## src/hw/rtl/irpd_pkg.sv

```systemverilog
// irpd_pkg: shared types and constants for the pulse-distance ir receiver
// no dependencies; used by irpd_core and ir_pulse_distance_receiver_top
`default_nettype none

package irpd_pkg;

  // fixed field widths
  localparam int TIME_W  = 32;
  localparam int CFG_W   = 16;
  localparam int WORD_W  = 24;
  localparam int BITS_W  = 6;
  localparam int INDEX_W = 3;

  // operation codes
  localparam logic OP_EDGE = 1'b0;
  localparam logic OP_READ = 1'b1;

  // configuration register indexes
  localparam logic [INDEX_W-1:0] REG_LEADER_MIN    = 3'd0;
  localparam logic [INDEX_W-1:0] REG_LEADER_MAX    = 3'd1;
  localparam logic [INDEX_W-1:0] REG_BIT_MIN       = 3'd2;
  localparam logic [INDEX_W-1:0] REG_BIT_MAX       = 3'd3;
  localparam logic [INDEX_W-1:0] REG_ONE_THRESHOLD = 3'd4;

  // configuration reset values
  localparam logic [CFG_W-1:0] LEADER_MIN_RST    = 16'd11000;
  localparam logic [CFG_W-1:0] LEADER_MAX_RST    = 16'd16000;
  localparam logic [CFG_W-1:0] BIT_MIN_RST       = 16'd700;
  localparam logic [CFG_W-1:0] BIT_MAX_RST       = 16'd3000;
  localparam logic [CFG_W-1:0] ONE_THRESHOLD_RST = 16'd1600;

  typedef struct packed {
    logic              op;
    logic [TIME_W-1:0] edge_time;
  } in_t;

  typedef struct packed {
    logic              read_ok;
    logic [WORD_W-1:0] packet;
    logic              receiving;
    logic              frame_done;
  } out_t;

  typedef struct packed {
    logic [CFG_W-1:0] leader_min;
    logic [CFG_W-1:0] leader_max;
    logic [CFG_W-1:0] bit_min;
    logic [CFG_W-1:0] bit_max;
    logic [CFG_W-1:0] one_threshold;
  } cfg_t;

endpackage

`default_nettype wire

```

## src/hw/rtl/ir_pulse_distance_receiver_top.sv

```systemverilog
// Pulse-distance infrared frame receiver. Edge words carry the microsecond
// timestamp of a falling edge; the interval to the previous edge selects leader,
// data bit (one at or above the threshold, LSB first) or abort; outside a frame
// only a leader counts. After PACKET_BITS bits the packet is held until a read
// word takes it. The block accepts one word per clock unless the output stalls
// and returns one result word for each, via the input register and then the
// result register, with the decode state updated in between. Configuration
// writes take effect on the next cycle and are meant for idle periods.
// depends on irpd_pkg and irpd_core
`default_nettype none

module ir_pulse_distance_receiver_top #(
  parameter int PACKET_BITS = 24
) (
  input  wire logic                               clk,
  input  wire logic                               rst,
  input  wire logic                               in_valid,
  output logic                                    in_ready,
  input  wire irpd_pkg::in_t                       in_data,
  output logic                                    out_valid,
  input  wire logic                               out_ready,
  output irpd_pkg::out_t                           out_data,
  input  wire logic                               wr_en,
  input  wire logic [irpd_pkg::INDEX_W-1:0]       wr_index,
  input  wire logic [irpd_pkg::CFG_W-1:0]         wr_data
);
  import irpd_pkg::*;

  cfg_t cfg;
  in_t  in_q;
  logic in_q_valid;
  logic advance;
  out_t result;

  // configuration registers
  always_ff @(posedge clk) begin
    if (rst) begin
      cfg.leader_min    <= LEADER_MIN_RST;
      cfg.leader_max    <= LEADER_MAX_RST;
      cfg.bit_min       <= BIT_MIN_RST;
      cfg.bit_max       <= BIT_MAX_RST;
      cfg.one_threshold <= ONE_THRESHOLD_RST;
    end else if (wr_en) begin
      case (wr_index)
        REG_LEADER_MIN:    cfg.leader_min    <= wr_data;
        REG_LEADER_MAX:    cfg.leader_max    <= wr_data;
        REG_BIT_MIN:       cfg.bit_min       <= wr_data;
        REG_BIT_MAX:       cfg.bit_max       <= wr_data;
        REG_ONE_THRESHOLD: cfg.one_threshold <= wr_data;
        default: ;
      endcase
    end
  end

  // pipeline flow control
  assign advance  = in_q_valid && (!out_valid || out_ready);
  assign in_ready = !in_q_valid || advance;

  // input register
  always_ff @(posedge clk) begin
    if (rst) begin
      in_q_valid <= 1'b0;
    end else if (in_ready) begin
      in_q_valid <= in_valid;
    end
  end

  always_ff @(posedge clk) begin
    if (in_valid && in_ready) begin
      in_q <= in_data;
    end
  end

  // decode state and update
  irpd_core #(
    .PACKET_BITS(PACKET_BITS)
  ) u_core (
    .clk    (clk),
    .rst    (rst),
    .take   (advance),
    .item   (in_q),
    .cfg    (cfg),
    .result (result)
  );

  // result register
  always_ff @(posedge clk) begin
    if (rst) begin
      out_valid <= 1'b0;
    end else if (advance) begin
      out_valid <= 1'b1;
    end else if (out_ready) begin
      out_valid <= 1'b0;
    end
  end

  always_ff @(posedge clk) begin
    if (advance) begin
      out_data <= result;
    end
  end

  // checks
  a_done_leaves_frame: assert property (@(posedge clk) disable iff (rst)
    out_valid && out_data.frame_done |-> !out_data.receiving)
    else $error("frame_done while still receiving");

  a_read_not_done: assert property (@(posedge clk) disable iff (rst)
    out_valid && out_data.read_ok |-> !out_data.frame_done)
    else $error("read result reports a completed frame");

  a_packet_only_on_read: assert property (@(posedge clk) disable iff (rst)
    out_valid && !out_data.read_ok |-> out_data.packet == '0)
    else $error("packet bits without read_ok");

  a_held_word_kept: assert property (@(posedge clk) disable iff (rst)
    in_q_valid && !advance |=> in_q_valid && $stable(in_q))
    else $error("stalled input word lost or changed");

endmodule

`default_nettype wire

```

## src/hw/rtl/irpd_core.sv

```systemverilog
// irpd_core: frame decode state and the per-word update
// depends on irpd_pkg
`default_nettype none

module irpd_core #(
  parameter int PACKET_BITS = 24
) (
  input  wire logic          clk,
  input  wire logic          rst,
  input  wire logic          take,
  input  wire irpd_pkg::in_t  item,
  input  wire irpd_pkg::cfg_t cfg,
  output irpd_pkg::out_t      result
);
  import irpd_pkg::*;

  logic [TIME_W-1:0] last_edge_time, last_edge_time_next;
  logic              in_frame, in_frame_next;
  logic [BITS_W-1:0] bits_taken, bits_taken_next, bits_inc;
  logic [WORD_W-1:0] shift_word, shift_word_next;
  logic              packet_ready, packet_ready_next;

  logic [TIME_W-1:0] interval;
  logic              leader_hit, bit_hit, bit_val;

  // interval since last edge, wraps modulo 2^32
  assign interval   = item.edge_time - last_edge_time;
  assign leader_hit = (interval >= TIME_W'(cfg.leader_min)) &&
                      (interval <= TIME_W'(cfg.leader_max));
  assign bit_hit    = (interval >= TIME_W'(cfg.bit_min)) &&
                      (interval <= TIME_W'(cfg.bit_max));
  assign bit_val    = interval >= TIME_W'(cfg.one_threshold);
  assign bits_inc   = bits_taken + BITS_W'(1);

  // next state and result for the word in the input register
  always_comb begin
    last_edge_time_next = last_edge_time;
    in_frame_next       = in_frame;
    bits_taken_next     = bits_taken;
    shift_word_next     = shift_word;
    packet_ready_next   = packet_ready;
    result              = '0;
    if (item.op == OP_READ) begin
      if (packet_ready) begin
        result.read_ok    = 1'b1;
        result.packet     = shift_word;
        packet_ready_next = 1'b0;
      end
    end else begin
      last_edge_time_next = item.edge_time;
      if (!in_frame) begin
        if (leader_hit) begin
          in_frame_next   = 1'b1;
          bits_taken_next = '0;
          shift_word_next = '0;
        end
      end else if (bit_hit) begin
        // bit positions past the word are counted only
        if (bits_taken < BITS_W'(WORD_W)) begin
          shift_word_next = shift_word | (WORD_W'(bit_val) << bits_taken[4:0]);
        end
        bits_taken_next = bits_inc;
        if (bits_inc >= BITS_W'(PACKET_BITS)) begin
          packet_ready_next = 1'b1;
          in_frame_next     = 1'b0;
          result.frame_done = 1'b1;
        end
      end else begin
        in_frame_next   = 1'b0;
        bits_taken_next = '0;
        shift_word_next = '0;
      end
    end
    result.receiving = in_frame_next;
  end

  // state registers, updated once per word taken
  always_ff @(posedge clk) begin
    if (rst) begin
      last_edge_time <= '0;
      in_frame       <= 1'b0;
      bits_taken     <= '0;
      shift_word     <= '0;
      packet_ready   <= 1'b0;
    end else if (take) begin
      last_edge_time <= last_edge_time_next;
      in_frame       <= in_frame_next;
      bits_taken     <= bits_taken_next;
      shift_word     <= shift_word_next;
      packet_ready   <= packet_ready_next;
    end
  end

endmodule

`default_nettype wire

```

## config.mk

```make
export PLATFORM = sky130hd
export DESIGN_NAME = ir_pulse_distance_receiver_top
export DESIGN_NICKNAME = d
export VERILOG_FILES = /design/src/hw/rtl/irpd_pkg.sv /design/src/hw/rtl/ir_pulse_distance_receiver_top.sv /design/src/hw/rtl/irpd_core.sv
export SDC_FILE = /design/constraint.sdc
export NUM_CORES = 1
export LEC_CHECK = 0
export BUFFER_PORTS_ARGS = -buffer_cell sky130_fd_sc_hd__buf_4
export CAP_MARGIN = 20
export CORE_ASPECT_RATIO = 1.75
export CORE_MARGIN = 3
export CORE_UTILIZATION = 55
export CTS_CLUSTER_SIZE = 28
export DETAILED_ROUTE_END_ITERATION = 16
export PLACE_DENSITY = 0.84
export SYNTH_ARGS = -nofsm -noshare
export SYNTH_HDL_FRONTEND = slang
export SYNTH_SLANG_ARGS = --single-unit
```

## constraint.sdc

```tcl
create_clock -name clk -period 4.2 [get_ports clk]
set_input_delay 0.21 -clock clk [delete_from_list [all_inputs] [get_ports clk]]
set_output_delay 0.21 -clock clk [all_outputs]
set_load 0.05 [all_outputs]
```

# Word level (Yosys, flattened, before mapping)
# Index checks and enable logic that the tools add are counted.
# W data, S select, Z words.
[word_totals]
register_bits = 206
output_inout_bits = 29
input_bits = 57
elab_cells = 82
[classes]
bitwise_logic = 4
shift = 1
reduce_logical = 25
mux = 20
addsub = 2
order_cmp = 7
eq_ne = 5
[ops]
columns = ["operator", "count"]
rows = [
  ["$ge A32 B16 Y1", 3],
  ["$mux W24", 4],
  ["$le A32 B16 Y1", 2],
  ["$sub A32 B32 Y32", 1],
  ["$mux W25", 1],
  ["$or A24 B24 Y24", 1],
  ["$shl A1 B5 Y24", 1],
  ["$mux W6", 3],
  ["$reduce_and A2 Y1", 7],
  ["$mux W1", 12],
  ["$reduce_bool A2 Y1", 5],
  ["$reduce_and A4 Y1", 2],
  ["$add A6 B1 Y6 const B", 1],
  ["$eq A3 B2 Y1 const B", 2],
  ["$ge A6 B5 Y1 const B", 1],
  ["$lt A6 B5 Y1 const B", 1],
  ["$logic_and A1 B1 Y1", 4],
  ["$eq A3 B1 Y1 const B", 1],
  ["$eq A3 B3 Y1 const B", 1],
  ["$logic_not A3 Y1", 1],
  ["$ne A3 B3 Y1 const B", 1],
  ["$not A1 Y1", 3],
  ["$reduce_and A3 Y1", 1],
  ["$reduce_or A3 Y1", 1],
  ["other kinds (2)", 4],
]

# Longest topological paths before layout
[logic_depth]
ltp_word = 7
depth_mapped = 22
mapped_depth_nobuf = 21

# Modules after synthesis
# From an unflattened synthesis, not the netlist that was laid out.
[hier_totals]
cells_unflattened = 1304
area_unflattened_um2 = 11893.9
[by_module_without_submodules]
columns = ["module", "area_per_inst_um2", "n_inst", "seq_area_each_um2", "cells_each"]
rows = [
  ["irpd_core", 6834.1, 1, 1281.2, 937],
  ["ir_pulse_distance_receiver_top", 5059.9, 1, 3443.3, 367],
]

# Worst setup path before layout
# No wires, ideal clock.
[synth_timing]
kind = "reg2reg"
from = "register in_q[1] (netlist name)"
to = "register u_core.shift_word[16]"
arrival_ns = 4.082
path_slack_ns = 0.001
setup_time_ns = 0.117
n_path_buf = 1
t_required_ns = 4.083
period_less_slack_ns = 4.199
stages_incl_launch_ff = 19
cell_sequence = "edfxtp_1 -> ha_1 -> nor2b_1 -> o2111ai_1 -> a211oi_1 -> nor3_1 -> o21ai_0 -> xor2_1 -> ha_1 -> a22o_1 -> nor4_1 -> o21ai_0 -> o221ai_1 -> o21ai_0 -> nor2_1 -> a31oi_4 -> o31ai_4 -> buf_6 -> nor2_1"
[synth_via]
elab_chain_len = 7
elab_cells_between_ends = 16
classes_between = "add/sub: 1; order compare: 5; eq/ne: 1; shift: 1; mux: 3; bitwise: 1; reduce/logical: 4"
[synth_lines]
columns = ["item", "line", "source"]
rows = [
  ["start: declaration", "ir_pulse_distance_receiver_top.sv:30", "in_t in_q;"],
  ["start signal: assignment", "ir_pulse_distance_receiver_top.sv:70", "in_q <= in_data;"],
  ["$sub A32 B32 Y32 *", "irpd_core.sv:27", "assign interval = item.edge_time - last_edge_time;"],
  ["$ge A32 B16 Y1", "irpd_core.sv:32", "assign bit_val = interval >= TIME_W'(cfg.one_threshold);"],
  ["$shl A1 B5 Y24", "irpd_core.sv:60", "shift_word_next = shift_word | (WORD_W'(bit_val) << bits_taken[4:0]);"],
  ["$or A24 B24 Y24", "irpd_core.sv:60", ""],
  ["$mux W24", "irpd_core.sv:59", "if (bits_taken < BITS_W'(WORD_W)) begin"],
  ["$mux W24", "irpd_core.sv:57", "end else if (bit_hit) begin"],
  ["$mux W24", "irpd_core.sv:51", "if (!in_frame) begin"],
  ["end signal: assignment", "irpd_core.sv:89", "shift_word <= shift_word_next;"],
  ["end: declaration", "irpd_core.sv:20", "logic [WORD_W-1:0] shift_word, shift_word_next;"],
]
# Mark *: on every way between the ends. The rest lies on a longest branch, timed or not. The select of a mux whose other input is x is not followed.
# A chain may end at the register's enable or synchronous reset.

# Worst setup path in the final report
[layout_timing]
from = "register in_q[0] (netlist name)"
to = "register u_core.shift_word[21]"
# Same word-level chain as after synthesis.

==> metrics.txt <==
total track usage=0.263; total grt overflow=0; worst slew pin tran=1.09 ns; top-area cell type share of the netlist area=0.258; CP startpoint kind=register; most common cell after layout, fill and taps aside=nand2_1; Area growth syn-to-layout=27.2%; syn avg cell area=8.66 um2; R2R depth=18; Vias=approximately 10000; Clock Tree Buf Depth=3; antenna violations before repair=0; warnings from Yosys=0; depth of the CTS H-tree=1; Final Max Slew Viols=0; vias per std cell=a little under 6; fraction of layout cells with a size suffix above 1=0.198; most frequent cells in the layout=nand2_1, buf_4, dfxtp_1; sequential share of the synthesized area=0.417; skew final=between 0.015 and 0.02 ns; critical path required time=around 4.6 ns; I/O Pins=86; outcome=finished, final reports clean; non-filler cells, final=~1800; NumNets Final=around 1700; Final WS setup=about 0.00068 ns; Placer Congestion=about 0.95; number of global-route vias before repair=about 10000; WL/cell=17.5 um; count of cell types in the netlist=73; CP Data Arrival Time=about 4.6 ns; Initial Util=0.566; Synth area leader=dfxtp_1; period utilisation layout=1.00; unrepaired setup endpoints after global routing=yes; fmax=between 200 and 250 MHz; Total Wirelength=30.7 mm; Num CTS Buffers=20; die height=just under 200 um; final hold vios=0; global-route wire length before repair=roughly 49 mm; slowest stage cell, crit path=or4_1; critical path peak fanout=6; Max stage delay on crit path=between 0.5 and 0.6 ns; worst hold path depth=3; Clock Latency Late Sink=approximately 0.50 ns; crit end category=register; Cell Pwr Density=approximately 360 mW/mm2; total power=between 5000 and 6000 uW; CP Class=reg -> reg; Tmin final=approximately 4.2 ns; hpwl dp=approximately 21 mm; pre-CTS setup slack=-0.532 ns; Antenna Cells=0; largest cells by area after synthesis=dfxtp_1, edfxtp_1, ha_1; Post-synth EDFFs=60; DIE WIDTH=114 um; DR DRC count=0; Syn Inst Count=1308; max-cap viol count=0; Leakage=approximately 0.0058 uW; Cell Rows=slightly below 70; Slew headroom=0.271; maximum VDD drop=0.000427 V; input/output buffers=85; register bit total from synthesis=roughly 210; Clock Pin Slew Worst Setup and Hold Paths=approximately 0.06 ns; CTS tree=yes; Hold Crit Class=in -> reg; Placeable Area=between 0.015 and 0.02 mm2; ys async rst share=0; largest net degree at the start of global routing=91; cell area after synthesis=0.0113 mm2; ys flop type=dfxtp_1; Detailed Routing Iterations Pass 1=5; Die ar.=0.0224 mm2; clock root buffer master=clkbuf_16; endpoints failing setup=0; Initial DRC Count=approximately 700; Post-Place Cells=~1700; CP cell instances=inv_1 -> ha_2 -> fa_2 -> nand2b_4 -> a21oi_4 -> o211ai_4 -> a211oi_2 -> nor2_2 -> xnor2_2 -> ha_1 -> or4_1 -> a221oi_2 -> a31oi_1 -> a32oi_1 -> nor2_2 -> a31oi_2 -> a31oi_1 -> nor2_1; Antenna Violating Nets Remaining=0; syn nets=between 1000 and 1500; CTS sink count=206
path summary, 6_finish.rpt:
kind,from,end,slack [ns]
worst min register to register,u_core.last_edge_time[12]$_SDFFE_PP0P_,u_core.last_edge_time[12]$_SDFFE_PP0P_,0.45
worst min-delay path,wr_data[5],cfg[37]$_SDFFE_PP1P_,0.01
worst max register to register,in_q[0]$_DFFE_PP_,u_core.shift_word[21]$_SDFFE_PP0P_,0.0007
worst max-delay path,in_q[0]$_DFFE_PP_,u_core.shift_word[21]$_SDFFE_PP0P_,0.0007
Yosys cell counts (all sizes together) (8+ instances only):
cell type  instances
o21a               9
nor2b             13
a21oi            138
nor2              60
clkbuf            48
buf               10
dfxtp            146
a31oi             21
nor3              16
o21ai             45
edfxtp            60
xnor2             13
nand3             23
nand4             17
a21o              22
a211oi            19
nand2b            11
nand2            238
o211ai            41
and3              30
ha               113
xor2               8
inv              124
cell type report:
cell class,instances,area (um2)
multi-input combinational,919,6360
sequential,206,4720
fill,1413,5590
inverter,125,469
clock buffer,24,547
timing repair buffer,225,1850
tap,245,307
clock inverter,12,149
kinds of logic after synthesis:
logic type,synth area share
xor+xnor,0.0162
flops,0.417
buf+inv,0.0621
simple gates,0.178
compound gates,0.199
fa+ha+maj,0.127
state kept, by name, indices dropped and copies added (netlist names):
| signal | flops |
|---|---|
| u_core.shift_word | 24 |
| out_valid | 1 |
| out_data | 27 |
| in_q | 33 |
| u_core.bits_taken | 6 |
| u_core.in_frame | 1 |
| in_q_valid | 1 |
| u_core.packet_ready | 1 |
| u_core.last_edge_time | 32 |
| cfg | 80 |
worst max-delay path: cells and delay by family (launching register included):
family / cells / cell delay [ns]
DFF: 1 / 0.35
buffers and inverters: 1 / 0.05
AOI/OAI and AO/OA: 8 / 1.80
adders and majority gates: 3 / 0.74
xor gates and xnor gates: 1 / 0.18
and+or+nand+nor: 5 / 1.02
metrics by stage:
| step | TNS, ns | hold slack, ns | utilization | instance area (um2) |
|---|---|---|---|---|
| after floorplan | 0 | 0.309 | - | 11300 |
| after global placement | -12.51 | 0.388 | 0.634 | 12700 |
| after detailed placement | -16.68 | 0.389 | 0.634 | 12700 |
| after CTS | 0 | 0.000491 | 0.703 | 14000 |
| after global routing | -3.49 | 0.0326 | 0.720 | 14400 |
| final | 0 | 0.0146 | 0.720 | 14400 |
metal layers:
layer / wire [um] / share of wire / global-route usage / vias to the layer above
met1: 11200 / 0.36 / 0.293 / 4926
met4: 1500 / 0.049 / 0.120 / 0
met5: 0 / 0 / 0 / -
met3: 1580 / 0.051 / 0.0262 / 118
li1: - / - / - / 4985
met2: 16500 / 0.54 / 0.490 / 378
repair_timing:
action,CTS,global route
setup endpoints to repair,34,34
hold endpoints to repair,89,0
buffers inserted,6,6
resized for setup,32,60
pin swaps,13,26
hold buffers,49,0
power by group:
part,switching [uW],internal (uW)
logic,670,521
clock network,789,1120
registers,31.8,2110
total,1490,3750
(Power assumes the default switching activity.)
